`src/design/c2d_pkg.sv`:
```
// Shared types, register codes and reset values for the 3x3 convolution filter.
`timescale 1ns / 1ps
`default_nettype none

package c2d_pkg;

	localparam int NTAPS   = 9;
	localparam int TAP_W   = 12;
	localparam int PROD_W  = 20;
	localparam int ACC_W   = 24;
	localparam int ROW_W   = 13;
	localparam int MAX_ROWS = 4096;
	localparam int CFG_DW  = 60;
	localparam int CFG_AW  = 2;

	localparam logic [CFG_AW-1:0] REG_WIDTH  = 2'd0;
	localparam logic [CFG_AW-1:0] REG_HEIGHT = 2'd1;
	localparam logic [CFG_AW-1:0] REG_WLOW   = 2'd2;
	localparam logic [CFG_AW-1:0] REG_WHIGH  = 2'd3;

	localparam logic [11:0] WIDTH_RST  = 12'd640;
	localparam logic [12:0] HEIGHT_RST = 13'd480;
	// sharpen kernel: 0 -1 0 / -1 5 -1 / 0 -1 0 in Q4.8
	localparam logic [59:0] WLOW_RST   = 60'h500_F00_000_F00_000;
	localparam logic [47:0] WHIGH_RST  = 48'h000_F00_000_F00;

	typedef logic signed [TAP_W-1:0]  tap_t;
	typedef logic [7:0]               sample_t;
	typedef logic signed [PROD_W-1:0] prod_t;

	typedef struct packed {
		logic ld2;
		logic ld3;
	} stage_ctl_t;

	function automatic prod_t tap_mul(tap_t w, sample_t s);
		logic signed [PROD_W:0] p;
		p = w * $signed({1'b0, s});
		return p[PROD_W-1:0];
	endfunction

	// round half up, clamp to 0..255
	function automatic sample_t round_sat(logic signed [ACC_W-1:0] acc);
		logic [ACC_W-1:0] t;
		sample_t r;
		t = $unsigned(acc) + ACC_W'(128);
		if (acc < 0)
			r = '0;
		else if (t[ACC_W-1:8] > (ACC_W-8)'(255))
			r = 8'hFF;
		else
			r = t[15:8];
		return r;
	endfunction

endpackage

`default_nettype wire

```
`src/design/c2d_tap_mac.sv`:
```
// One channel of the 3x3 kernel: registered products, then sum, round and clamp.
`timescale 1ns / 1ps
`default_nettype none

module c2d_tap_mac (
	input  wire logic                clk,
	input  wire c2d_pkg::stage_ctl_t ctl,
	input  wire c2d_pkg::sample_t    samp [c2d_pkg::NTAPS],
	input  wire c2d_pkg::tap_t       taps [c2d_pkg::NTAPS],
	output c2d_pkg::sample_t         result
);

	c2d_pkg::prod_t prod_s2 [c2d_pkg::NTAPS];
	logic signed [c2d_pkg::ACC_W-1:0] sum;

	always_ff @(posedge clk) begin
		if (ctl.ld2) begin
			for (int i = 0; i < c2d_pkg::NTAPS; i++)
				prod_s2[i] <= c2d_pkg::tap_mul(taps[i], samp[i]);
		end
	end

	always_comb begin
		sum = '0;
		for (int i = 0; i < c2d_pkg::NTAPS; i++)
			sum = sum + c2d_pkg::ACC_W'(prod_s2[i]);
	end

	always_ff @(posedge clk) begin
		if (ctl.ld3)
			result <= c2d_pkg::round_sat(sum);
	end

endmodule

`default_nettype wire

```
`config.mk`:
```
export PLATFORM = sky130hd
export DESIGN_NAME = c2d_tap_mac
export DESIGN_NICKNAME = d
export VERILOG_FILES = /design/src/design/c2d_pkg.sv /design/src/design/c2d_tap_mac.sv
export SDC_FILE = /design/constraint.sdc
export NUM_CORES = 2
export LEC_CHECK = 0
export ABC_AREA = 1
export BUFFER_PORTS_ARGS = -buffer_cell sky130_fd_sc_hd__buf_2
export CAP_MARGIN = 20
export CORE_MARGIN = 3
export CORE_UTILIZATION = 55
export CTS_BUF_LIST = sky130_fd_sc_hd__clkbuf_8 sky130_fd_sc_hd__clkbuf_16
export CTS_CLUSTER_SIZE = 8
export DETAILED_ROUTE_END_ITERATION = 7
export GPL_TIMING_DRIVEN = 1
export PLACE_DENSITY = 0.72
export SLEW_MARGIN = 40
export SYNTH_ARGS = -nofsm -noshare
export SYNTH_HDL_FRONTEND = slang
export SYNTH_SLANG_ARGS = --single-unit
```
`constraint.sdc`:
```
create_clock -name clk -period 6.3 [get_ports clk]
set_input_delay 0.63 -clock clk [delete_from_list [all_inputs] [get_ports clk]]
set_output_delay 0.63 -clock clk [all_outputs]
set_load 0.1 [all_outputs]
```
==> impl_metrics.toml <==
[status]
status = "finished clean"

[layout]
area_growth_pct = 5.02
diodes = 0
nFillCells = 6821
multi_input_area_um2 = 29600
fin_area_um2 = 44700
regArea_um2 = 5650
drive_above_1_share = 0.0541
final_nets = 6491

[global_route]
grt_max_degree = 69
grt_pass1_wl_mm = 156
antenna_found_initial = 2
grt_overflow = 0
grtUsageTotal = 0.240
first_global_vias = 31200

[worst_setup_path]
max_stage_delay_ps = 660
r2r_cells = 24
path_cells = "fa_1 -> fa_1 -> fa_1 -> inv_1 -> fa_1 -> inv_1 -> ha_1 -> nand2_2 -> nor2_1 -> nand2_1 -> nand2_1 -> nand2_1 -> nand2_1 -> nand2_1 -> nand2_1 -> nand3_2 -> nor2_1 -> nand3_1 -> nand2_1 -> nand2_2 -> nor2_4 -> nand3_1 -> nand2_1 -> inv_1"
worstSetupStartpointType = "register"
crit_family = "adder cells"
reg2reg_from = "prod_s2[0][128]$_DFFE_PP_"
path_max_fanout = 8
crit_buf_inv = 3
cp.arrival_ps = 5580
critPathKind = "reg2reg"
cpMaxStageDelayCell = "fa_1"
cpMostUsedCell = "nand2_1"
cp.required_ps = 6500
crit_path_end_kind = "register"
cp.depth = 24
critPathLaunch = "prod_s2[0][128]$_DFFE_PP_"

[die]
io-pin-count = 191
die_x_um = 284
die_y_um = 284
coreArea_um2 = 76300
die_area_um2 = 80700
fp-row-count = 101
start_util = 0.557

[synthesis]
ys_ff_latch = 188
synth_edf_count = 188
seq_area_frac_synth = 0.133
synth.distinct_cells = 43
yosysTopAreaCell = "fa_1"
yosys.area.top_type_share = 0.389
synth_most_common_cell = "inv_1"
ys.flop_type = "edfxtp_1"
synth_area_leaders = "fa_1 (39%), inv_1 (15%), edfxtp_1 (13%)"
syn_nets = 6460
netlist_instances = 5078
syn-cell-area_um2 = 42500
yosysWarnings = 0
async_reset_ff_frac = 0
synth.avg_cell_area_um2 = 8.38
synth_commonest_cells = "inv_1 (1734), nand2_1 (1128), fa_1 (826), ha_1 (373), edfxtp_1 (188)"

[timing]
final.period_utilization = 0.854
worst_slew_pin_slew_ps = 635
period_minus_slack_ps = 5380
finalClockSkew_ps = 13.0
finalMaxSlewViolations = 0
slew_headroom = 0.577
fmax_mhz = 186
finalHoldViolCount = 0
finalSetupViolCount = 0
holdWs_ps = 518
tns_ps = 0
rsz0062_at_grt = "false"

[route]
drt_iter0_drc = 1613
totalWireLength_mm = 92.1
drtAntennaViolNets = 0
drc_errors = 0
via_per_inst = 4.88
vias = 30000
firstDrtPassIters = 5
post_drt_wl_per_cell_um = 15.0

[place]
dp_hpwl_mm = 80.6
place_area_um2 = 44100
place_congestion = 0.939
portBuffers = 190

[cts]
ctsHoldBuffers = 0
cts-buffers-inserted = 17
cts.sinks = 188
post_cts_resized = 0
clk_latency_ps = 450
cts_tree = "done"
clockBufferDepth = 2
cts_setup_buffers = 0
cts_max_level = 4
cts_root_buf = "clkbuf_16"
clk_pin_slew_ps = 80

[worst_hold_path]
hold_depth = 1
min_path_type = "in2reg"
hp-start = "ctl[0]"

[run]
drv_cap = 0
==> state kept, by name (all words and copies together), names as in the netlist <==
signal	cells
prod_s2	180
result	8
==> per-layer routing <==
| layer | routed length [µm] | vias up | GRT usage |
|---|---|---|---|
| met4 | 2080 | 4 | 0.0503 |
| met5 | 34 | - | 0 |
| li1 | - | 14400 | - |
| met3 | 4370 | 104 | 0.0263 |
| met1 | 38100 | 14800 | 0.319 |
| met2 | 47500 | 677 | 0.425 |
==> worst paths after layout <==
path,endpoint,slack (ps)
max,result[2]$_SDFFCE_PN0P_,920
min,result[1]$_SDFFCE_PN0P_,520
max reg2reg,result[2]$_SDFFCE_PN0P_,920
min reg2reg,result[0]$_SDFFCE_PN0P_,1630
==> worst register-to-register path, stage by stage (launching register included) <==
cell,delay (ps)
edfxtp_1,440
fa_1,660
fa_1,470
fa_1,540
inv_1,50
fa_1,470
inv_1,40
ha_1,380
nand2_2,130
nor2_1,200
nand2_1,100
nand2_1,120
nand2_1,110
nand2_1,70
nand2_1,50
nand2_1,180
nand3_2,180
nor2_1,240
nand3_1,110
nand2_1,100
nand2_2,70
nor2_4,190
nand3_1,90
nand2_1,70
inv_1,50
==> cell usage in the layout, fill, tap and decap left out, drive strengths merged <==
cell type,instances
ha,373
a21oi,144
inv,1753
xnor2,82
a211oi,4
bufinv,1
clkbuf,17
nor3,13
clkinvlp,2
a22o,1
a31oi,7
nand4,15
nor2,63
nor4,3
o21a,3
edfxtp,188
nand2,1143
and2,1
nor3b,2
o211ai,2
a21boi,5
o21ai,60
or2,2
o21bai,12
nand3,72
xor2,104
a21o,7
clkinv,6
a221oi,5
o31ai,9
buf,192
nand3b,5
fa,826
==> layout make-up <==
cell class                 instances  share of cell area
timing repair buffer             192              0.0219
tap                             1030              0.0289
inverter                        1747               0.147
sequential                       188               0.126
multi-input combinational       2963               0.663
clock inverter                    15             0.00398
clock buffer                      17             0.00952
==> kinds of logic after synthesis <==
| kind of cell | Yosys count | share of synthesized area |
|---|---|---|
| compound gates | 259 | 0.0341 |
| xor+xnor | 186 | 0.0383 |
| fa+ha+maj | 1199 | 0.499 |
| buf+inv | 1927 | 0.172 |
| flops | 188 | 0.133 |
| simple gates | 1319 | 0.125 |
==> stage by stage <==
| stage | std cells | setup slack [ps] | utilization |
|---|---|---|---|
| final | 6152 | 921 | 0.585 |
| after global routing | 6152 | 571 | 0.585 |
| after CTS | 6152 | 989 | 0.585 |
| after global placement | 6120 | 959 | 0.577 |
| after floorplan | 5078 | 1280 | - |
| after detailed placement | 6120 | 892 | 0.577 |
Power is not shown: default switching activity piles up to over one toggle a cycle in this logic, so the estimate is an artifact.
